`src/hdl/wsd_pkg.sv`:
```
package wsd_pkg;

   localparam int ByteWidth   = 8;
   localparam int TypeWidth   = 4;
   localparam int StatusWidth = 3;
   localparam int PhaseWidth  = 3;
   localparam int CountWidth  = 4;
   localparam int LengthWidth = 64;
   localparam int KeyWidth    = 32;
   localparam int CodeWidth   = 7;

   // Parse phases
   localparam logic [PhaseWidth-1:0] PH_HEAD0   = 3'd0;
   localparam logic [PhaseWidth-1:0] PH_HEAD1   = 3'd1;
   localparam logic [PhaseWidth-1:0] PH_EXTLEN  = 3'd2;
   localparam logic [PhaseWidth-1:0] PH_MASK    = 3'd3;
   localparam logic [PhaseWidth-1:0] PH_PAYLOAD = 3'd4;

   // Length codes that announce an extended length
   localparam logic [CodeWidth-1:0] LEN_EXT16 = 7'd126;
   localparam logic [CodeWidth-1:0] LEN_EXT64 = 7'd127;

   // Extended length and mask key sizes in bytes
   localparam logic [CountWidth-1:0] EXT16_BYTES = 4'd2;
   localparam logic [CountWidth-1:0] EXT64_BYTES = 4'd8;
   localparam logic [CountWidth-1:0] KEY_BYTES   = 4'd4;

   // Opcodes
   localparam logic [TypeWidth-1:0] OP_CONT  = 4'h0;
   localparam logic [TypeWidth-1:0] OP_CLOSE = 4'h8;
   localparam logic [TypeWidth-1:0] OP_PING  = 4'h9;
   localparam logic [TypeWidth-1:0] OP_PONG  = 4'hA;

   // End status codes
   localparam logic [StatusWidth-1:0] ST_DATA  = 3'd0;
   localparam logic [StatusWidth-1:0] ST_STRAY = 3'd1;
   localparam logic [StatusWidth-1:0] ST_CLOSE = 3'd2;
   localparam logic [StatusWidth-1:0] ST_PING  = 3'd3;
   localparam logic [StatusWidth-1:0] ST_PONG  = 3'd4;

   typedef struct packed {
      logic [ByteWidth-1:0]   payload_byte;
      logic                   byte_valid;
      logic [TypeWidth-1:0]   message_type;
      logic                   frame_end;
      logic                   message_end;
      logic [StatusWidth-1:0] end_status;
   } result_type;

   function automatic logic [StatusWidth-1:0] status_of_type(input logic [TypeWidth-1:0] op);
      logic [StatusWidth-1:0] st;
      case (op)
         OP_CONT:  st = ST_STRAY;
         OP_CLOSE: st = ST_CLOSE;
         OP_PING:  st = ST_PING;
         OP_PONG:  st = ST_PONG;
         default:  st = ST_DATA;
      endcase
      return st;
   endfunction

endpackage

```
`src/hdl/wsd_if.sv`:
```
interface wsd_req_if;
   logic                          valid;
   logic                          ready;
   logic [wsd_pkg::ByteWidth-1:0] rx_byte;

   modport source (output valid, output rx_byte, input ready);
   modport sink   (input valid, input rx_byte, output ready);
endinterface

interface wsd_rsp_if;
   logic                            valid;
   logic                            ready;
   logic [wsd_pkg::ByteWidth-1:0]   payload_byte;
   logic                            byte_valid;
   logic [wsd_pkg::TypeWidth-1:0]   message_type;
   logic                            frame_end;
   logic                            message_end;
   logic [wsd_pkg::StatusWidth-1:0] end_status;

   modport source (output valid, output payload_byte, output byte_valid,
                   output message_type, output frame_end, output message_end,
                   output end_status, input ready);
   modport sink   (input valid, input payload_byte, input byte_valid,
                   input message_type, input frame_end, input message_end,
                   input end_status, output ready);
endinterface

```
`src/hdl/wsd_parser.sv`:
```
module wsd_parser (
   input  logic                          clock,
   input  logic                          reset,
   input  logic                          step_en,
   input  logic [wsd_pkg::ByteWidth-1:0] rx_byte,
   output logic                          res_valid,
   output wsd_pkg::result_type           res
);

   logic [wsd_pkg::PhaseWidth-1:0]  phase_ff, phase_in;
   logic [wsd_pkg::CountWidth-1:0]  count_ff, count_in;
   logic                            fin_ff, fin_in;
   logic                            masked_ff, masked_in;
   logic [wsd_pkg::CodeWidth-1:0]   code_ff, code_in;
   logic [wsd_pkg::LengthWidth-1:0] remain_ff, remain_in;
   logic [wsd_pkg::KeyWidth-1:0]    key_ff, key_in;
   logic [1:0]                      pos_ff, pos_in;
   logic [wsd_pkg::TypeWidth-1:0]   type_ff, type_in;

   logic [wsd_pkg::CountWidth-1:0]  count_inc;
   logic [wsd_pkg::LengthWidth-1:0] remain_dec;
   logic [wsd_pkg::ByteWidth-1:0]   key_byte;
   logic                            fend;

   assign count_inc  = count_ff + 4'd1;
   assign remain_dec = remain_ff - 64'd1;

   always_comb begin
      case (pos_ff)
         2'd0:    key_byte = key_ff[31:24];
         2'd1:    key_byte = key_ff[23:16];
         2'd2:    key_byte = key_ff[15:8];
         default: key_byte = key_ff[7:0];
      endcase
   end

   always_comb begin
      phase_in  = phase_ff;
      count_in  = count_ff;
      fin_in    = fin_ff;
      masked_in = masked_ff;
      code_in   = code_ff;
      remain_in = remain_ff;
      key_in    = key_ff;
      pos_in    = pos_ff;
      type_in   = type_ff;
      res_valid = 1'b0;
      fend      = 1'b0;
      res.payload_byte = '0;
      res.byte_valid   = 1'b0;

      case (phase_ff)
         wsd_pkg::PH_HEAD1: begin
            masked_in = rx_byte[7];
            code_in   = rx_byte[6:0];
            count_in  = '0;
            if (rx_byte[6:0] == wsd_pkg::LEN_EXT16 || rx_byte[6:0] == wsd_pkg::LEN_EXT64) begin
               remain_in = '0;
               phase_in  = wsd_pkg::PH_EXTLEN;
            end else begin
               remain_in = {57'd0, rx_byte[6:0]};
               if (rx_byte[7]) begin
                  phase_in = wsd_pkg::PH_MASK;
               end else begin
                  pos_in = '0;
                  if (rx_byte[6:0] == '0) begin
                     phase_in  = wsd_pkg::PH_HEAD0;
                     res_valid = 1'b1;
                     fend      = 1'b1;
                  end else begin
                     phase_in = wsd_pkg::PH_PAYLOAD;
                  end
               end
            end
         end
         wsd_pkg::PH_EXTLEN: begin
            remain_in = {remain_ff[wsd_pkg::LengthWidth-9:0], rx_byte};
            count_in  = count_inc;
            if (count_inc >= ((code_ff == wsd_pkg::LEN_EXT16) ?
                              wsd_pkg::EXT16_BYTES : wsd_pkg::EXT64_BYTES)) begin
               count_in = '0;
               if (masked_ff) begin
                  phase_in = wsd_pkg::PH_MASK;
               end else begin
                  pos_in = '0;
                  if (remain_in == '0) begin
                     phase_in  = wsd_pkg::PH_HEAD0;
                     res_valid = 1'b1;
                     fend      = 1'b1;
                  end else begin
                     phase_in = wsd_pkg::PH_PAYLOAD;
                  end
               end
            end
         end
         wsd_pkg::PH_MASK: begin
            key_in   = {key_ff[wsd_pkg::KeyWidth-9:0], rx_byte};
            count_in = count_inc;
            if (count_inc >= wsd_pkg::KEY_BYTES) begin
               count_in = '0;
               pos_in   = '0;
               if (remain_ff == '0) begin
                  phase_in  = wsd_pkg::PH_HEAD0;
                  res_valid = 1'b1;
                  fend      = 1'b1;
               end else begin
                  phase_in = wsd_pkg::PH_PAYLOAD;
               end
            end
         end
         wsd_pkg::PH_PAYLOAD: begin
            pos_in    = pos_ff + 2'd1;
            remain_in = remain_dec;
            fend      = (remain_dec == '0);
            if (fend) begin
               phase_in = wsd_pkg::PH_HEAD0;
            end
            res_valid        = 1'b1;
            res.byte_valid   = 1'b1;
            res.payload_byte = masked_ff ? (rx_byte ^ key_byte) : rx_byte;
         end
         default: begin
            fin_in = rx_byte[7];
            if (rx_byte[3:0] != '0) begin
               type_in = rx_byte[3:0];
            end
            count_in = '0;
            phase_in = wsd_pkg::PH_HEAD1;
         end
      endcase

      res.message_type = type_ff;
      res.frame_end    = fend;
      res.message_end  = fend & fin_ff;
      res.end_status   = (fend & fin_ff) ? wsd_pkg::status_of_type(type_ff) : wsd_pkg::ST_DATA;
   end

   always_ff @(posedge clock) begin
      if (reset) begin
         phase_ff  <= wsd_pkg::PH_HEAD0;
         count_ff  <= '0;
         fin_ff    <= 1'b0;
         masked_ff <= 1'b0;
         code_ff   <= '0;
         remain_ff <= '0;
         key_ff    <= '0;
         pos_ff    <= '0;
         type_ff   <= '0;
      end else if (step_en) begin
         phase_ff  <= phase_in;
         count_ff  <= count_in;
         fin_ff    <= fin_in;
         masked_ff <= masked_in;
         code_ff   <= code_in;
         remain_ff <= remain_in;
         key_ff    <= key_in;
         pos_ff    <= pos_in;
         type_ff   <= type_in;
      end
   end

endmodule

```
`src/hdl/websocket_frame_deframer.sv`:
```
// A request accepted into the input register is parsed into the result register and shows
// on rsp_chan from there. Throughput: one received byte per cycle unless a waiting result
// stalls on the consumer; the parse state register loop sets that figure.
// Header bytes give no result, except the last header byte of a zero-length frame.
// Reset (synchronous, active high) returns the parser to the first header byte,
// clears all parse state and empties the input and result registers.
module websocket_frame_deframer (
   input  logic      clock,
   input  logic      reset,
   wsd_req_if.sink   req_chan,
   wsd_rsp_if.source rsp_chan
);

   // Input register: holds one request for the parser
   logic                          in_valid_ff;
   logic [wsd_pkg::ByteWidth-1:0] in_byte_ff;

   // Result register: parts the parser from the consumer
   logic                          out_valid_ff;
   wsd_pkg::result_type           out_ff;

   logic                          res_valid;
   wsd_pkg::result_type           res;
   logic                          advance;
   logic                          step_en;

   // Advance the held request when it makes no result or the result slot frees up.
   assign advance         = ~res_valid | ~out_valid_ff | rsp_chan.ready;
   assign step_en         = in_valid_ff & advance;
   assign req_chan.ready  = ~in_valid_ff | advance;

   wsd_parser u_parser (
      .clock     (clock),
      .reset     (reset),
      .step_en   (step_en),
      .rx_byte   (in_byte_ff),
      .res_valid (res_valid),
      .res       (res)
   );

   always_ff @(posedge clock) begin
      if (reset) begin
         in_valid_ff <= 1'b0;
      end else if (req_chan.ready) begin
         in_valid_ff <= req_chan.valid;
      end
   end

   // Capture the request byte only on acceptance.
   always_ff @(posedge clock) begin
      if (req_chan.valid && req_chan.ready) begin
         in_byte_ff <= req_chan.rx_byte;
      end
   end

   always_ff @(posedge clock) begin
      if (reset) begin
         out_valid_ff <= 1'b0;
      end else if (step_en && res_valid) begin
         out_valid_ff <= 1'b1;
      end else if (rsp_chan.ready) begin
         out_valid_ff <= 1'b0;
      end
   end

   // Load a new result; otherwise hold the waiting one.
   always_ff @(posedge clock) begin
      if (step_en && res_valid) begin
         out_ff <= res;
      end
   end

   assign rsp_chan.valid        = out_valid_ff;
   assign rsp_chan.payload_byte = out_ff.payload_byte;
   assign rsp_chan.byte_valid   = out_ff.byte_valid;
   assign rsp_chan.message_type = out_ff.message_type;
   assign rsp_chan.frame_end    = out_ff.frame_end;
   assign rsp_chan.message_end  = out_ff.message_end;
   assign rsp_chan.end_status   = out_ff.end_status;

endmodule

```
`src/flat_wrapper.sv`:
```
// flat-port wrapper written by rule: the top's interface ports become plain ports
module websocket_frame_deframer_flat 
  (clock, reset, req_chan_valid, req_chan_rx_byte, req_chan_ready, rsp_chan_valid, rsp_chan_payload_byte, rsp_chan_byte_valid, rsp_chan_message_type, rsp_chan_frame_end, rsp_chan_message_end, rsp_chan_end_status, rsp_chan_ready);
  wsd_req_if req_chan_i ();
  wsd_rsp_if rsp_chan_i ();
  input  logic clock;
  input  logic reset;
  input wire logic [$bits(req_chan_i.valid)-1:0] req_chan_valid;
  input wire logic [$bits(req_chan_i.rx_byte)-1:0] req_chan_rx_byte;
  output wire logic [$bits(req_chan_i.ready)-1:0] req_chan_ready;
  output wire logic [$bits(rsp_chan_i.valid)-1:0] rsp_chan_valid;
  output wire logic [$bits(rsp_chan_i.payload_byte)-1:0] rsp_chan_payload_byte;
  output wire logic [$bits(rsp_chan_i.byte_valid)-1:0] rsp_chan_byte_valid;
  output wire logic [$bits(rsp_chan_i.message_type)-1:0] rsp_chan_message_type;
  output wire logic [$bits(rsp_chan_i.frame_end)-1:0] rsp_chan_frame_end;
  output wire logic [$bits(rsp_chan_i.message_end)-1:0] rsp_chan_message_end;
  output wire logic [$bits(rsp_chan_i.end_status)-1:0] rsp_chan_end_status;
  input wire logic [$bits(rsp_chan_i.ready)-1:0] rsp_chan_ready;
  assign req_chan_i.valid = req_chan_valid;
  assign req_chan_i.rx_byte = req_chan_rx_byte;
  assign req_chan_ready = req_chan_i.ready;
  assign rsp_chan_valid = rsp_chan_i.valid;
  assign rsp_chan_payload_byte = rsp_chan_i.payload_byte;
  assign rsp_chan_byte_valid = rsp_chan_i.byte_valid;
  assign rsp_chan_message_type = rsp_chan_i.message_type;
  assign rsp_chan_frame_end = rsp_chan_i.frame_end;
  assign rsp_chan_message_end = rsp_chan_i.message_end;
  assign rsp_chan_end_status = rsp_chan_i.end_status;
  assign rsp_chan_i.ready = rsp_chan_ready;
  websocket_frame_deframer u_core (.clock(clock), .reset(reset), .req_chan(req_chan_i), .rsp_chan(rsp_chan_i));
endmodule
```
`config.mk`:
```
export PLATFORM = sky130hd
export DESIGN_NAME = websocket_frame_deframer_flat
export DESIGN_NICKNAME = d
export VERILOG_FILES = /design/src/hdl/wsd_pkg.sv /design/src/hdl/wsd_if.sv /design/src/hdl/wsd_parser.sv /design/src/hdl/websocket_frame_deframer.sv /design/src/flat_wrapper.sv
export SDC_FILE = /design/constraint.sdc
export NUM_CORES = 1
export LEC_CHECK = 0
export ABC_AREA = 0
export BUFFER_PORTS_ARGS = -buffer_cell sky130_fd_sc_hd__buf_2
export CELL_PAD_IN_SITES_DETAIL_PLACEMENT = 1
export CELL_PAD_IN_SITES_GLOBAL_PLACEMENT = 1
export CORE_AREA = 10 10 155 157
export CTS_CLUSTER_SIZE = 20
export DETAILED_ROUTE_END_ITERATION = 7
export DIE_AREA = 0 0 165 167
export PLACE_DENSITY_LB_ADDON = 0.1
export RECOVER_POWER = 50
export REMOVE_ABC_BUFFERS = 1
export SYNTH_ARGS = -nofsm -noshare
export SYNTH_HDL_FRONTEND = slang
export SYNTH_SLANG_ARGS = --single-unit
export TNS_END_PERCENT = 20
```
`constraint.sdc`:
```
create_clock -name clock -period 4.8 [get_ports clock]
set_input_delay 0.48 -clock clock [delete_from_list [all_inputs] [get_ports clock]]
set_output_delay 0.48 -clock clock [all_outputs]
set_load 0.03 [all_outputs]
```
=== After elaboration in Yosys (flattened, before gate mapping) ===
Index checks and enable logic that the tools add are counted.

* Output and inout bits: 20
* Word-level logic and storage cells: 112
* Input port bits: 12
* Flip-flop bits (word level): 146

* Muxes and demuxes: 38
* Equality and inequality tests: 18
* Bitwise logic cells: 11
* Add/subtract/negate cells: 3
* Order comparisons: 2
* Reduce and logical (&&, ||, !) cells: 22

{| class="wikitable"
|+ Operators by type and width
! operator !! number
|-
| 64-bit logical NOT || 3
|-
| 64-bit case mux with 3 select lines || 1
|-
| 64-bit by 1-bit subtractor with 64-bit output, second input constant || 1
|-
| 3-bit two-way mux || 9
|-
| 3-bit case mux with 4 select lines || 2
|-
| 8-bit case mux with 3 select lines || 1
|-
| 7-bit == test, second input constant || 3
|-
| 4-bit == test, second input constant || 3
|-
| 4-bit two-way mux || 3
|-
| 2-bit inequality test, second input constant || 6
|-
| 4-bit case mux with 3 select lines || 1
|-
| 1-bit two-way mux || 11
|-
| 2-bit two-way mux || 5
|-
| 2-bit AND reduction || 5
|-
| 8-bit two-way mux || 1
|-
| 1-bit case mux with 4 select lines || 2
|-
| 2-bit case mux with 4 select lines || 1
|-
| 4-bit nonzero test || 2
|-
| 8-bit bitwise XOR || 1
|-
| 7-bit logical NOT || 1
|-
| 7-bit two-way mux || 1
|-
| 7-bit AND reduction || 1
|-
| 3-bit by 2-bit == test with 1-bit output, second input constant || 2
|-
| 1-bit inverter || 5
|-
| 19 further kinds || 23
|}

=== Longest topological paths before layout ===
* Depth in word-level cells: 11
* Depth in mapped cells: 14
* Gate-level depth less buffers: 12

=== Modules after synthesis ===
A second synthesis with hierarchy kept.

* Cell total of the unflattened synthesis: 1107
* Area total of the unflattened synthesis: 8488.1 µm²

{| class="wikitable"
|+ By module, submodules not included
! module !! cells an instance !! instances !! sequential area each (µm²) !! area each (µm²)
|-
| wsd_parser || 1069 || 1 || 2362.3 || 7603.5
|-
| websocket_frame_deframer || 38 || 1 || 820.8 || 884.6
|}

=== Least setup slack after synthesis ===
No wires, ideal clock.

* Path kind: register -> register
* From: register u_core.u_parser.remain_ff[0] (netlist name)
* To: register u_core.out_ff, in the netlist u_core.rsp_chan.end_status[2], data pin
* Setup time: 150 ps
* Arrival time: 3059 ps
* Cell stages (with the launch flop): 12
* Path buffers: 0
* Data required time: 4650 ps
* Clock period less this slack: 3209 ps
* Path slack: 1591 ps
* Cells stage by stage: dfxtp_1 > inv_1 > ha_1 > or4b_2 > nor4b_1 > xnor2_1 > o211ai_1 > or4_1 > nor4_1 > and4_4 > a21oi_2 > nor3_2

* Word-level cells in the longest chain between the ends: 6
* Elaborated cells on any way between the ends: 11
* Those cells by class: add/sub: 1; mux: 6; bitwise: 1; reduce/logical: 3

{| class="wikitable"
|+ RTL lines
! item !! RTL line !! text
|-
| start, declared || wsd_parser.sv:15 || <nowiki>logic [wsd_pkg::LengthWidth-1:0] remain_ff, remain_in;</nowiki>
|-
| start signal, assigned || wsd_parser.sv:155 || <nowiki>remain_ff <= remain_in;</nowiki>
|-
| branches (longest 4 deep; another with 64-bit by 1-bit subtractor with 64-bit output) || - ||
|-
| 1-bit case mux with 4 select lines (*) || wsd_parser.sv:52 || <nowiki>case (phase_ff)</nowiki>
|-
| 1-bit bitwise AND (*) || wsd_parser.sv:135 || <nowiki>res.end_status = (fend & fin_ff) ? wsd_pkg::status_of_type(type_ff) : wsd_pkg::ST_DATA;</nowiki>
|-
| end signal, assigned || websocket_frame_deframer.sv:69 || <nowiki>out_ff <= res;</nowiki>
|-
| end, declared || websocket_frame_deframer.sv:20 || <nowiki>wsd_pkg::result_type out_ff;</nowiki>
|}

Every way passes the cells marked *.
A chain may end at the register's enable or synchronous reset.

=== Worst setup path in the final report ===
* From: register u_core.u_parser.remain_ff[9] (netlist name)
* To: register u_core.out_ff, in the netlist u_core.rsp_chan.end_status[2], data pin

Same word-level chain as after synthesis.

==> impl_metrics.yaml <==
critical_path:
  cp_num_buf_inv: 0
  cp-startpoint: "u_core.u_parser.remain_ff[9]$_SDFFE_PP0P_"
  cpLargestDelayFamily: "simple AND/OR/NAND/NOR gates"
  cpMostUsedCell: "nor4_1"
  worstPathMaxFanout: 10
  crit_chain: "nor4_1, nand4_1, nor4_1, xor2_1, or4_1, nor4_1, and4_4, a21oi_2, nor3_2"
  r2r_start: "u_core.u_parser.remain_ff[9]$_SDFFE_PP0P_"
  crit_slowest_cell: "nor4_1"
  ff2ff_setup_slack_ps: 870
  start_kind: "flip-flop"
  worst_path_largest_cell_delay_ps: 650
  critPathArrivalTime_ps: 4210
  setup.worst_path.end_class: "flip-flop"
  crit_required_ps: 5080
  path_class: "flip-flop to flip-flop"
global_route:
  grt_pass1_vias: 7932
  grt_pass1_wl_um: 45700
  gr-total-overflow: 0
  antenna_found_initial: 0
  grt_max_degree: 96
  grtUsageTotal_pct: 20.5
cts:
  clkTransAtPathRegs_ps: 70
  ctsRootBufferMaster: "clkbuf_16"
  clk_path_buf_depth: 2
  cts_buffers: 17
  hold_buffers: 0
  cts_setup_buffers: 0
  cts_resized: 0
  cts_sinks: 146
  insertion_delay_ps: 430
  cts_tree: "built"
  cts.htree.levels: 4
synthesis:
  synth_top_family_by_area: "simple AND/OR/NAND/NOR gates"
  synth-simple-area-share_pct: 27.3
  synth_compound_area_share_pct: 18.1
  synth.area.mux_share_pct: 5.44
  syn-cell-area_mm2: 0.00847
  netlist_instances: 1037
  yosys_warnings: 0
  synth-seq-cells: 146
  synthFlopType: "dfxtp_1"
  synth-xor-area-share_pct: 4.65
  synth_fa_ha_area_share_pct: 1.48
  avgSynthCellArea_um2: 8.16
  synth_edf_count: 26
  synthArstFlopShare_pct: 0
  ys_seq_area_share_pct: 37.6
  ys_types: 72
floorplan:
  rows: 53
  io_pins: 32
  floorplan.initialDensity_pct: 40.7
  die_w_um: 165
  dieArea_mm2: 0.0276
  coreArea_mm2: 0.0208
  die_y_um: 167
layout:
  syn_to_final_growth_pct: 9.52
  drive_gt1_share_pct: 8.82
  design_area_mm2: 0.00927
  n_antenna_cell: 0
  fin_cells: 1307
  fillers: 2521
  fin_nets: 1041
min_path:
  worst_hold_path_type: "input pin to flip-flop"
  holdCritStartpoint: "req_chan_rx_byte[4]"
sta:
  period_minus_slack_ps: 3930
  timing.final.max_slew_violations: 0
  fin_crit_sh_pct: 81.8
  worstMarginPinSlew_ps: 1500
  whs_ps: 222
  relSlewSlack_pct: 0.279
  hold_viol_final: 0
  rsz0062_at_grt: "false"
  setup_violations: 0
  skew_ps: 10.2
  max_freq_mhz: 255
  worst_slack_ps: 874
power:
  power.density_mw_per_mm2: 402
  power.leakage_nw: 3.15
  peakVddDrop_mv: 0.238
placed_design:
  io_buffer_count: 31
  dp_hpwl_um: 18400
  gp_congestion: 0.850
  dp_cells: 1275
  dp_slack_ps: 1020
  post_dp_cell_area_mm2: 0.00870
run_status:
  status: "complete, but fails checks"
  violations: "capacitance limit"
drt:
  vias_per_cell: 6.04
  dr.pass1.iters: 4
  drt_iter0_markers: 535
  postRouteAntennaNets: 0
  wirelength_um: 28100
  route.detailed.drc: 0
  route.detailed.wl_per_inst_um: 21.5
  vias: 7897
job:
  cap_violations: 1
## through the flow
| stage | setup TNS (ps) | total power [mW] | utilization (%) |
|---|---|---|---|
| 6_report | 0 | 3.73 | 44.5 |
| 5_1_grt | 0 | 3.90 | 44.5 |
| 4_1_cts | 0 | 3.74 | 44.8 |
| 3_5_place_dp | 0 | 2.28 | 41.8 |
| 3_3_place_gp | 0 | 2.28 | 41.8 |
| 2_1_floorplan | -126830 | 1.98 | - |
## per-layer routing
metal / GRT usage [%] / up-vias / share of wire [%]
met3: 3.80 / 40 / 3.7
met2: 31.5 / 156 / 46
li1: - / 3738 / -
met5: 0 / - / 0
met1: 28.8 / 3963 / 49
met4: 5.28 / 0 / 1.5
## power breakdown
| part | switching [mW] | internal [mW] |
|---|---|---|
| Combinational | 0.583 | 0.322 |
| Sequential | 0.0775 | 1.28 |
| Clock | 0.609 | 0.851 |
| Total | 1.27 | 2.46 |
## cells in the mapped netlist, drive strengths merged (2+ instances only)
library cell  instances  area share [%]
clkbuf               58             2.6
a22o                  6            0.62
or3                   7            0.58
or4b                  3            0.35
o21ai                67             4.0
xor2                 22             2.3
edfxtp               26             9.2
a21oi                63             3.8
dfxtp               120              28
nand2b               11            0.81
a222oi                8            0.95
o31ai                 4            0.35
o41ai                 2            0.21
buf                  27             2.3
nor4                 43             3.8
nand4b                3            0.31
xnor2                23             2.4
o2111ai               2            0.28
nor3b                 3            0.27
and3                  5            0.37
o211a                 2            0.24
a211oi               35             3.2
nor2b                 5            0.37
a221oi                3            0.31
or2                   5            0.37
nand3                13            0.77
ha                   10             1.5
nor2                170             7.7
o32ai                 2            0.21
a31oi                 5            0.55
nand3b                5            0.44
a22oi                29             2.6
nor4b                 7            0.87
nand2                95             4.2
or3b                  2            0.21
and4                  2            0.24
or4                  12             1.2
mux2i                46             5.4
o22ai                 2            0.15
nor3                 45             2.8
inv                  13            0.58
nand4                16             1.4
## path summary, 6_finish.rpt
kind | to | depth (start not counted)
max | u_core.rsp_chan.end_status[2]$_SDFFCE_PN0P_ | 9
min | u_core.in_byte_ff[4]$_DFFE_PP_ | 1
max reg2reg | u_core.rsp_chan.end_status[2]$_SDFFCE_PN0P_ | 9
min reg2reg | u_core.u_parser.key_ff[31]$_SDFFE_PP0P_ | 2
## layout by cell type, fill, tap and decap left out, types with 11 or more instances in the layout
cell	count
nor2_1	168
nand2b_1	11
a21oi_1	62
clkbuf_16	17
a211oi_1	33
clkbuf_1	20
nand3_1	13
xnor2_1	23
inv_1	13
xor2_1	22
o21ai_0	51
dfxtp_1	120
nor4_1	37
nor3_1	41
nand4_1	15
buf_4	16
edfxtp_1	26
nand2_1	94
buf_2	11
a22oi_1	29
o21ai_1	16
mux2i_1	46
## flip-flops by register name, summed over array words and instances, names as in the netlist, 2 cells and up
signal	count
u_core.u_parser.type_ff	4
u_core.rsp_chan.end_status	3
u_core.in_byte_ff	8
u_core.rsp_chan.payload_byte	8
u_core.u_parser.code_ff	7
u_core.u_parser.count_ff	4
u_core.u_parser.remain_ff	64
u_core.u_parser.pos_ff	2
u_core.u_parser.key_ff	32
u_core.u_parser.phase_ff	3
u_core.rsp_chan.message_type	4
## cell families after synthesis
| group | count (synthesis) |
|---|---|
| buf+inv | 98 |
| fa+ha+maj | 10 |
| simple gates | 455 |
| mux | 46 |
| xor+xnor | 45 |
| compound gates | 237 |
| flops | 146 |
## final cells by class
cell class,instances,area (um2),share of cell area (%)
multi-input cells,793,4810,51.9
flip-flops and latches,146,3180,34.3
clock buffers,18,439,4.74
well taps,275,344,3.71
repair buffers,48,255,2.75
clock inverters,14,189,2.04
inverters,13,48.8,0.526
## worst reg2reg max path: stages (launching register included)
cell	delay, ps
dfxtp_1	410
nor4_1	650
nand4_1	540
nor4_1	480
xor2_1	150
or4_1	540
nor4_1	380
and4_4	310
a21oi_2	110
nor3_2	220
No activity file was read; power rests on OpenSTA's default activity.
